==> config.mk <==
export PLATFORM = sky130hd
export DESIGN_NAME = event_flag_wait_queue_unit
export DESIGN_NICKNAME = d
export VERILOG_FILES = /design/src/efwq_pkg.sv /design/src/efwq_ram.sv /design/src/event_flag_wait_queue_unit.sv
export SDC_FILE = /design/constraint.sdc
export NUM_CORES = 1
export LEC_CHECK = 0
export BUFFER_PORTS_ARGS = -buffer_cell sky130_fd_sc_hd__buf_2
export CAP_MARGIN = 20
export CELL_PAD_IN_SITES_DETAIL_PLACEMENT = 1
export CELL_PAD_IN_SITES_GLOBAL_PLACEMENT = 2
export CORE_AREA = 2 2 347 349
export DETAILED_ROUTE_END_ITERATION = 8
export DIE_AREA = 0 0 349 351
export GPL_ROUTABILITY_DRIVEN = 0
export HOLD_SLACK_MARGIN = 0.12
export PLACE_DENSITY = 0.77
export SLEW_MARGIN = 20
export SYNTH_ARGS = -nofsm -noshare
export SYNTH_HDL_FRONTEND = slang
export SYNTH_SLANG_ARGS = --single-unit
==> constraint.sdc <==
create_clock -name clk -period 13.2 [get_ports clk]
set_input_delay 0.66 -clock clk [delete_from_list [all_inputs] [get_ports clk]]
set_output_delay 0.66 -clock clk [all_outputs]
set_load 0.1 [all_outputs]
==> src/efwq_pkg.sv <==
// shared constants for the event flag wait queue unit
`timescale 1ns / 1ps

package efwq_pkg;

  // default sizes
  localparam int FLAG_COUNT_DEF   = 32;
  localparam int THREAD_COUNT_DEF = 32;

  // field widths
  localparam int CMD_W    = 3;
  localparam int IDX_W    = 6;
  localparam int TID_W    = 6;
  localparam int STATUS_W = 2;
  localparam int MASK_W   = 32;

  // flags that have an allocation bit
  localparam int REG_FLAGS = 32;

  // command codes
  localparam logic [CMD_W-1:0] CMD_TAKE  = 3'd0;
  localparam logic [CMD_W-1:0] CMD_GIVE  = 3'd1;
  localparam logic [CMD_W-1:0] CMD_SET   = 3'd2;
  localparam logic [CMD_W-1:0] CMD_CLEAR = 3'd3;
  localparam logic [CMD_W-1:0] CMD_VALUE = 3'd4;
  localparam logic [CMD_W-1:0] CMD_WATCH = 3'd5;

  // status codes
  localparam logic [STATUS_W-1:0] ST_OK        = 2'd0;
  localparam logic [STATUS_W-1:0] ST_INVALID   = 2'd1;
  localparam logic [STATUS_W-1:0] ST_NOT_ALLOC = 2'd2;
  localparam logic [STATUS_W-1:0] ST_BLOCKED   = 2'd3;

endpackage

==> src/efwq_ram.sv <==
// generic single write port ram with registered read
`timescale 1ns / 1ps

module efwq_ram #(
  parameter int WIDTH = 33,
  parameter int DEPTH = 32
) (
  input  logic                                 clk,
  input  logic                                 we,
  input  logic [(DEPTH > 1 ? $clog2(DEPTH) : 1)-1:0] waddr,
  input  logic [WIDTH-1:0]                     wdata,
  input  logic                                 re,
  input  logic [(DEPTH > 1 ? $clog2(DEPTH) : 1)-1:0] raddr,
  output logic [WIDTH-1:0]                     rdata
);

  logic [WIDTH-1:0] mem [DEPTH];

  always_ff @(posedge clk) begin
    if (we) begin
      mem[waddr] <= wdata;
    end
    if (re) begin
      rdata <= mem[raddr];
    end
  end

endmodule

==> src/event_flag_wait_queue_unit.sv <==
// top level of the event flag wait queue unit
`timescale 1ns / 1ps

// kernel event flag unit: one signal bit and one waiter bitmap per flag
// request channel: in_valid / in_stall carrying cmd, flag_index, thread_id;
//   a beat is taken when in_valid is high and in_stall is low
// result channel: out_valid / out_stall carrying status, flag_value and
//   woken_mask; exactly one result beat per request beat
// config channel: cfg_valid / cfg_ready with cfg_data, written into the
//   allocation mask; cfg_ready is always high, write only while idle
// the synchronous read of the flag memory is issued at the request beat;
//   the update, the write back and the result register follow in S_UPDATE,
//   which waits while the result slot is still full
// a new request is taken only once the last one has left S_UPDATE, set by
//   the single read-modify-write of the flag memory per request
// reset clears the allocation mask, the result valid and the per-entry
//   valid bits, so every flag reads as clear with no waiters
// when the receiver stalls the result holds in the output register; one
//   further request may be accepted and is read, then waits for the slot
module event_flag_wait_queue_unit #(
  parameter int FLAG_COUNT   = efwq_pkg::FLAG_COUNT_DEF,
  parameter int THREAD_COUNT = efwq_pkg::THREAD_COUNT_DEF
) (
  input  logic                          clk,
  input  logic                          rst,
  // request channel
  input  logic                          in_valid,
  output logic                          in_stall,
  input  logic [efwq_pkg::CMD_W-1:0]    cmd,
  input  logic [efwq_pkg::IDX_W-1:0]    flag_index,
  input  logic [efwq_pkg::TID_W-1:0]    thread_id,
  // result channel
  output logic                          out_valid,
  input  logic                          out_stall,
  output logic [efwq_pkg::STATUS_W-1:0] status,
  output logic                          flag_value,
  output logic [efwq_pkg::MASK_W-1:0]   woken_mask,
  // config channel
  input  logic                          cfg_valid,
  output logic                          cfg_ready,
  input  logic [efwq_pkg::MASK_W-1:0]   cfg_data
);

  // only flags with an allocation bit need storage
  localparam int MEM_DEPTH = (FLAG_COUNT < efwq_pkg::REG_FLAGS) ? FLAG_COUNT
                                                                : efwq_pkg::REG_FLAGS;
  localparam int ADDR_W    = (MEM_DEPTH > 1) ? $clog2(MEM_DEPTH) : 1;
  localparam int ENTRY_W   = THREAD_COUNT + 1;

  typedef enum logic [0:0] {
    S_IDLE,
    S_UPDATE
  } state_t;

  state_t state;

  // captured request
  logic [efwq_pkg::CMD_W-1:0]    cmd_q;
  logic [efwq_pkg::TID_W-1:0]    tid_q;
  logic [ADDR_W-1:0]             addr_q;
  logic [efwq_pkg::STATUS_W-1:0] chk_q;

  logic [efwq_pkg::MASK_W-1:0] allocated_mask;
  logic [MEM_DEPTH-1:0]        ent_valid;

  // memory ports
  logic               mem_we;
  logic               mem_re;
  logic [ENTRY_W-1:0] mem_wdata;
  logic [ENTRY_W-1:0] mem_rdata;

  // request checks at accept
  logic                          accept;
  logic [efwq_pkg::STATUS_W-1:0] chk_next;

  // update stage
  logic                          done;
  logic                          ent_ok;
  logic                          sig_cur;
  logic [THREAD_COUNT-1:0]       wait_cur;
  logic                          sig_next;
  logic [THREAD_COUNT-1:0]       wait_next;
  logic [THREAD_COUNT-1:0]       wait_low;
  logic [THREAD_COUNT-1:0]       tid_bit;
  logic                          tid_ok;
  logic [efwq_pkg::TID_W-1:0]    tid_m1;
  logic [efwq_pkg::STATUS_W-1:0] status_next;
  logic                          value_next;
  logic [THREAD_COUNT-1:0]       woken_next;

  assign cfg_ready = 1'b1;
  assign in_stall  = (state != S_IDLE);
  assign accept    = in_valid && !in_stall;

  // index range and allocation check
  always_comb begin
    if (int'(flag_index) >= FLAG_COUNT) begin
      chk_next = efwq_pkg::ST_INVALID;
    end else if (flag_index >= efwq_pkg::IDX_W'(efwq_pkg::REG_FLAGS)) begin
      chk_next = efwq_pkg::ST_NOT_ALLOC;
    end else if (!allocated_mask[flag_index[4:0]]) begin
      chk_next = efwq_pkg::ST_NOT_ALLOC;
    end else begin
      chk_next = efwq_pkg::ST_OK;
    end
  end

  // read only entries that exist
  assign mem_re = accept && (chk_next == efwq_pkg::ST_OK);

  efwq_ram #(
    .WIDTH (ENTRY_W),
    .DEPTH (MEM_DEPTH)
  ) u_flag_ram (
    .clk   (clk),
    .we    (mem_we),
    .waddr (addr_q),
    .wdata (mem_wdata),
    .re    (mem_re),
    .raddr (flag_index[ADDR_W-1:0]),
    .rdata (mem_rdata)
  );

  // result slot free now or emptied this cycle
  assign done   = (state == S_UPDATE) && (!out_valid || !out_stall);
  assign ent_ok = (chk_q == efwq_pkg::ST_OK);

  // an entry never written reads as clear with no waiters
  always_comb begin
    if (ent_ok && ent_valid[addr_q]) begin
      sig_cur  = mem_rdata[THREAD_COUNT];
      wait_cur = mem_rdata[THREAD_COUNT-1:0];
    end else begin
      sig_cur  = 1'b0;
      wait_cur = '0;
    end
  end

  assign tid_ok   = (tid_q != '0) && (tid_q <= efwq_pkg::TID_W'(THREAD_COUNT));
  assign tid_m1   = tid_q - efwq_pkg::TID_W'(1);
  assign tid_bit  = tid_ok ? (THREAD_COUNT'(1) << tid_m1) : '0;
  assign wait_low = wait_cur & (~wait_cur + THREAD_COUNT'(1));

  // command decode and entry update
  always_comb begin
    sig_next    = sig_cur;
    wait_next   = wait_cur;
    status_next = chk_q;
    value_next  = 1'b0;
    woken_next  = '0;
    if (ent_ok) begin
      case (cmd_q)
        efwq_pkg::CMD_TAKE: begin
          if (sig_cur) begin
            sig_next = 1'b0;
          end else begin
            wait_next   = wait_cur | tid_bit;
            status_next = efwq_pkg::ST_BLOCKED;
          end
        end
        efwq_pkg::CMD_GIVE: begin
          if (wait_cur == '0) begin
            sig_next = 1'b1;
          end else begin
            woken_next = wait_low;
            wait_next  = wait_cur & ~wait_low;
          end
        end
        efwq_pkg::CMD_SET: begin
          sig_next   = 1'b1;
          woken_next = wait_cur;
          wait_next  = '0;
        end
        efwq_pkg::CMD_CLEAR: begin
          sig_next = 1'b0;
        end
        efwq_pkg::CMD_VALUE: begin
          value_next = sig_cur;
        end
        efwq_pkg::CMD_WATCH: begin
          if (!sig_cur) begin
            wait_next   = wait_cur | tid_bit;
            status_next = efwq_pkg::ST_BLOCKED;
          end
        end
        default: begin
          // unknown commands leave the entry alone
        end
      endcase
    end
  end

  assign mem_we    = done && ent_ok;
  assign mem_wdata = {sig_next, wait_next};

  // control, request capture and result register
  always_ff @(posedge clk) begin
    if (rst) begin
      state          <= S_IDLE;
      out_valid      <= 1'b0;
      allocated_mask <= '0;
      ent_valid      <= '0;
    end else begin
      if (cfg_valid && cfg_ready) begin
        allocated_mask <= cfg_data;
      end
      case (state)
        S_IDLE: begin
          if (accept) begin
            state <= S_UPDATE;
          end
          if (!out_stall) begin
            out_valid <= 1'b0;
          end
        end
        S_UPDATE: begin
          if (done) begin
            state     <= S_IDLE;
            out_valid <= 1'b1;
          end
          if (mem_we) begin
            ent_valid[addr_q] <= 1'b1;
          end
        end
        default: begin
          state <= S_IDLE;
        end
      endcase
    end
    // payload registers
    if (accept) begin
      cmd_q  <= cmd;
      tid_q  <= thread_id;
      addr_q <= flag_index[ADDR_W-1:0];
      chk_q  <= chk_next;
    end
    if (done) begin
      status     <= status_next;
      flag_value <= value_next;
      woken_mask <= efwq_pkg::MASK_W'(woken_next);
    end
  end

endmodule

# ---- Word-level counts from Yosys, hierarchy flattened
# Memory sizes are Yosys's and may differ from the RTL's. A register that Yosys moved wholly into a read port is not among the register bits.
# Index checks and enable logic that the tools add are counted.
dict set report op_classes {
  add_sub_neg 2
  order_cmp 6
  eq_ne 7
  shift 1
  n_mux 32
  bitwise_logic 7
  n_reduce_logical 21
}
# cell count
set op_table {}
lappend op_table {{$mux 32} 6}
lappend op_table {{$pmux 32 s3} 1}
lappend op_table {{$and 32x32->32} 2}
lappend op_table {{$not 32->32} 2}
lappend op_table {{$or 32x32->32} 2}
lappend op_table {{$pmux 32 s2} 1}
lappend op_table {{$add 32x1->32 const B} 1}
lappend op_table {{$logic_not 32->1} 1}
lappend op_table {{$shl 1x6->32 const A} 1}
lappend op_table {{$ge 6x6->1 const B} 2}
lappend op_table {{$lt 5x6->1 const B} 2}
lappend op_table {{$mux 1} 12}
lappend op_table {{$mux 2} 6}
lappend op_table {{$bmux 1 s5} 2}
lappend op_table {{$logic_and 1x1->1} 7}
lappend op_table {{$eq 3x2->1 const B} 2}
lappend op_table {{$eq 3x3->1 const B} 2}
lappend op_table {{$le 6x6->1 const B} 1}
lappend op_table {{$reduce_and 2->1} 3}
lappend op_table {{$reduce_bool 6->1} 1}
lappend op_table {{$sub 6x1->6 const B} 1}
lappend op_table {{$demux 1 s5} 1}
lappend op_table {{$ge 5x1->1 const B} 1}
lappend op_table {{$logic_not 2->1} 2}
lappend op_table {{10 further kinds} 14}
dict set report totals {
  reg_bits 117
  ram_bits 1056
  out_inout_bits 38
  n_memories 1
}
# name words word_bits rd rd_clocked_by_memory_dff write_ports line_no
set memory_table {}
lappend memory_table {u_flag_ram.mem 32 33 1 1 1 efwq_ram.sv:17} ;# logic [WIDTH-1:0] mem [DEPTH];

# ---- Depth between registers and ports, before layout
dict set report depth {
  ltp_word 12
  mapped_depth 10
  mapped_depth_nobuf 7
}

# ---- Modules after synthesis
# A second synthesis with hierarchy kept.
dict set report unflattened {
  hier_cells 2970
  area_unflattened_um2 48278.8
}
# module instances cells_each area_each_um2 seq_area_each_um2
set modules_own_cells {}
lappend modules_own_cells {efwq_ram 1 2332 42144.2 32701.4}
lappend modules_own_cells {event_flag_wait_queue_unit 1 638 6134.6 2852.7}

# ---- Worst setup path after synthesis
# Ideal clock, no wire load.
dict set report synth_path {
  path_type {reg2reg}
  start {reg state, in the netlist in_stall}
  end {mem u_flag_ram.mem[0][0] (enable)}
  setup_time_ps 425
  arrival_ps 5102
  required_time_ps 12775
  slack_ps 7673
  path_stages_with_launch 6
  cell_sequence {dfxtp_1 -> a21boi_1 -> nand2_1 -> or3_1 -> clkbuf_1 -> nor2_1}
}
dict set report synth_between {
  elab_chain_len 4
}
# item line_no
set synth_rtl {}
lappend synth_rtl {{from (decl)} event_flag_wait_queue_unit.sv:55} ;# state_t state;
lappend synth_rtl {{from (signal assigned)} event_flag_wait_queue_unit.sv:199} ;# state <= S_IDLE;
lappend synth_rtl {{from (signal assigned)} event_flag_wait_queue_unit.sv:210} ;# state <= S_UPDATE;
lappend synth_rtl {{from (signal assigned)} event_flag_wait_queue_unit.sv:218} ;# state <= S_IDLE;
lappend synth_rtl {{$logic_and 1x1->1} event_flag_wait_queue_unit.sv:125} ;# assign done = (state == S_UPDATE) && (!out_valid || !out_stall);
lappend synth_rtl {{via done} event_flag_wait_queue_unit.sv:77} ;# logic done;
lappend synth_rtl {{$logic_and 1x1->1} event_flag_wait_queue_unit.sv:193} ;# assign mem_we = done && ent_ok;
lappend synth_rtl {{$mux 1} efwq_ram.sv:20} ;# if (we) begin
lappend synth_rtl {{$mux 1 (not written as such)} efwq_ram.sv:21} ;# mem[waddr] <= wdata;
lappend synth_rtl {{to (decl)} efwq_ram.sv:17}
# The timed path passes the listed nets, and every way through them passes these cells.

# ---- Final worst setup path
dict set report layout_path {
  start {reg addr_q[1]}
  end {mem u_flag_ram.mem[8][27], data pin}
}
dict set report layout_between {
  elab_chain_len 12
}
# item line_no
set layout_rtl {}
lappend layout_rtl {{from (decl)} event_flag_wait_queue_unit.sv:60} ;# logic [ADDR_W-1:0] addr_q;
lappend layout_rtl {{from (signal assigned)} event_flag_wait_queue_unit.sv:234} ;# addr_q <= flag_index[ADDR_W-1:0];
lappend layout_rtl {{$bmux 1 s5 *} event_flag_wait_queue_unit.sv:130} ;# if (ent_ok && ent_valid[addr_q]) begin
lappend layout_rtl {{$mux 1 (not written as such) *} event_flag_wait_queue_unit.sv:130}
lappend layout_rtl {{$logic_and 1x1->1 *} event_flag_wait_queue_unit.sv:130}
lappend layout_rtl {{$mux 32} event_flag_wait_queue_unit.sv:130}
lappend layout_rtl {{$not 32->32} event_flag_wait_queue_unit.sv:142} ;# assign wait_low = wait_cur & (~wait_cur + THREAD_COUNT'(1));
lappend layout_rtl {{$add 32x1->32} event_flag_wait_queue_unit.sv:142}
lappend layout_rtl {{$and 32x32->32} event_flag_wait_queue_unit.sv:142}
lappend layout_rtl {{$not 32->32} event_flag_wait_queue_unit.sv:166} ;# wait_next = wait_cur & ~wait_low;
lappend layout_rtl {{$and 32x32->32} event_flag_wait_queue_unit.sv:166}
lappend layout_rtl {{$mux 32} event_flag_wait_queue_unit.sv:162} ;# if (wait_cur == '0) begin
lappend layout_rtl {{$pmux 32 s3} event_flag_wait_queue_unit.sv:152} ;# case (cmd_q)
lappend layout_rtl {{$mux 32 *} event_flag_wait_queue_unit.sv:151} ;# if (ent_ok) begin
lappend layout_rtl {{via u_flag_ram.wdata[27]} efwq_ram.sv:11} ;# input logic [WIDTH-1:0] wdata,
# The timed path passes the listed nets; every way through them passes the cells marked *. The select of a mux whose other input is x is not followed.

==> results.json <==
{
  "clock.fmax_ghz": 0.215,
  "critPathMaxStageDelay_ps": 1020,
  "numPortBuffers": 88,
  "syn_avg_cell_area_um2": 21.3,
  "grt-busiest-layer": "met2",
  "hold_class": "in -> reg",
  "htreeDepth": 3,
  "cts_buffer_depth": 3,
  "grt_overflow": 0,
  "cts_tree": "yes",
  "die_h_um": 351,
  "worst_clock_skew_ps": 33.1,
  "grt_util_all_layers_pct": 21.1,
  "worstMarginPinSlew_ps": 1090,
  "clock-sinks": 1206,
  "final_area_mm2": 0.0538,
  "setup_violations": 0,
  "drv_slew": 0,
  "routedWlPerCell_um": 31.9,
  "cpMaxStageDelayCell": "edfxtp_1",
  "reg2regPathDepth": 7,
  "irDropWorstVdd_uv": 94.3,
  "grt_pass1_vias": 24989,
  "worst_path_most_repeated_cell": "o22ai_4",
  "clk_root_buffer_cell": "clkbuf_16",
  "synth_edf_count": 1140,
  "yosys_most_used_dff": "edfxtp_1",
  "endpoint_kind": "register",
  "synthTopCellsByArea": "edfxtp_1, mux4_2, dfxtp_1",
  "yosysSeqAreaShare_pct": 75.5,
  "drc": 0,
  "critPathMaxFanout": 49,
  "antenna_cells": 0,
  "total_power_uw": 7950,
  "numCtsBuffers": 120,
  "p_per_area_mw_per_mm2": 148,
  "row_count": 127,
  "fin_crit_ps": 4650,
  "gr-usage-met3_pct": 3.82,
  "io_pins": 90,
  "ctsHoldBuffers": 0,
  "postCtsSetupRepairBufs": 0,
  "initial_core_util_pct": 39.5,
  "vias": 23956,
  "p_leak_uw": 0.0174,
  "startpoint_type": "register",
  "yosys_warnings": 0,
  "slew_headroom_pct": 27.2,
  "cp.arrival_ps": 5040,
  "drtPass1Iterations": 5,
  "drive_gt1_share_pct": 31.1,
  "cp.required_ps": 13590,
  "synth_top_area_share_pct": 72.7,
  "rsz0062_at_grt": "no",
  "min-delay-start": "cfg_data[4]",
  "grtUsageMet1_pct": 30.2,
  "drt_wl_total_um": 128000,
  "async_flop_share_pct": 0,
  "ys_ff_latch": 1206,
  "area_delta_synth_final_pct": 14.2,
  "dp_hpwl_um": 72100,
  "fp.dieArea_mm2": 0.122,
  "grt_pass1_wl_um": 184000,
  "hold_viol_final": 0,
  "r2r_start": "addr_q[1]",
  "min_path_cells": 3,
  "path_clk_slew_ps": 60,
  "syn_nets": 2265,
  "synth_cells": 2213,
  "worst_r2r_endpoint": "u_flag_ram.mem[8][27]",
  "synth_most_common_cell": "edfxtp_1",
  "worst_hold_path.endpoint": "allocated_mask[4]",
  "cts_resized": 0,
  "via_per_inst": 5.96,
  "drtIter0Drc": 2616,
  "grtUsageMet2_pct": 33.5,
  "crit_type": "reg -> reg",
  "final_core_util_pct": 45.2,
  "run_status": "complete, no violations",
  "rrSetupSlack_ps": 8550,
  "netlist_top_cells_count": "edfxtp_1, mux4_2, nor2_1",
  "grt_start_max_net_pins": 97,
  "synth_largest_area_cell": "edfxtp_1",
  "antenna_found_initial": 7,
  "cp_cell_sequence": "mux2i_1, o21ai_0, nor3_1, o22ai_4, and2_2, nand2_1, o22ai_4",
  "tns_ps": 0,
  "fp.coreArea_mm2": 0.119,
  "nets": 2421,
  "die_w_um": 349,
  "synth_area_mm2": 0.0471,
  "clock_latency_ps": 720,
  "ys_types": 64,
  "period_share_pct": 35.2,
  "drv_cap": 0,
  "ant_nets": 0,
  "place_area_mm2": 0.0499
}
[flip-flops by register name, summed over array words and instances, names as in the netlist]
name / cells
u_flag_ram.rdata: 33
in_stall: 1
tid_q: 6
woken_mask: 32
chk_q: 2
cmd_q: 3
allocated_mask: 32
status: 2
ent_valid: 32
u_flag_ram.mem: 1056
flag_value: 1
out_valid: 1
addr_q: 5
[worst max path at each step]
stage / slack [ps] / startpoint / cells after the start / end
after floorplan: 7670 / in_stall / 5 / u_flag_ram.mem[0][0]
after global placement: 8650 / addr_q[1] / 7 / u_flag_ram.mem[10][27]
after detailed placement: 8270 / addr_q[1] / 7 / u_flag_ram.mem[10][27]
after CTS: 8260 / addr_q[1] / 7 / u_flag_ram.mem[10][27]
after global routing: 8360 / addr_q[1] / 7 / u_flag_ram.mem[2][27]
final: 8550 / addr_q[1] / 7 / u_flag_ram.mem[8][27]
[layer usage]
layer / up-vias / part of all wire, %
met1: 13113 / 42
met5: - / 0.0078
met2: 1063 / 48
met3: 214 / 7.5
met4: 2 / 2.6
li1: 9564 / -
[placed cells by master (no fill, tap or decap), types with 5 or more instances in the layout]
cell type   count
o211a_1        10
nor3_1         17
nor4_1          7
clkbuf_16     121
edfxtp_1     1140
mux4_2        340
buf_2          84
nand2b_1        7
a21oi_1        21
buf_6           6
nand2_1        37
o21ai_1         8
o211ai_1        6
and2_1          9
clkinvlp_4      6
bufinv_16      10
nor2b_1         5
dfxtp_1        66
nand3_1        15
and3_1         12
mux2_2         33
clkinv_2       23
o22ai_1         8
o21ai_0        14
nor2_1        152
clkbuf_1       23
buf_4          63
mux2i_1        49
a32o_2          5
a32oi_1        10
inv_1           7
nor2_4         32
clkinv_1       27
[worst max-delay path: cells and delay by family, from the launching register on]
kind            cells  cell delay, ps
simple gates        3            1620
flops               1            1020
compound gates      3            1450
mux                 1             220
[through the flow]
| step | setup WS, ps | hold WS, ps | std cells |
|---|---|---|---|
| 3_3_place_gp | 8650 | 463 | 3792 |
| 3_5_place_dp | 8270 | 463 | 3795 |
| 5_1_grt | 8360 | 182 | 4017 |
| 2_1_floorplan | 7670 | 440 | 2213 |
| 6_report | 8550 | 186 | 4017 |
| 4_1_cts | 8260 | 150 | 4017 |
[logic make-up after synthesis]
kind of cell	synth area share (%)
AO/OA/AOI/OAI	2.07
XOR/XNOR	0.0186
buffers and inverters	1.15
flip-flops	75.5
multiplexers	18.1
other	0.00797
AND/OR/NAND/NOR	3.11
[final cells by class]
cell class | count | area [um^2]
tap | 1548 | 1940
timing repair buffer | 156 | 1010
clock inverter | 74 | 661
clock buffer | 148 | 3170
multi-input combinational | 878 | 11400
fill | 10846 | 65300
sequential | 1206 | 35600
inverter | 7 | 26.3
[power by group]
part	internal [uW]	switching, uW	total [uW]	leakage (uW)
sequential	4190	24.8	4210	0.0113
clock	1900	1440	3340	0.00187
combinational	154	248	402	0.00426
total	6240	1710	7950	0.0174
No activity file was read; power rests on OpenSTA's default activity.
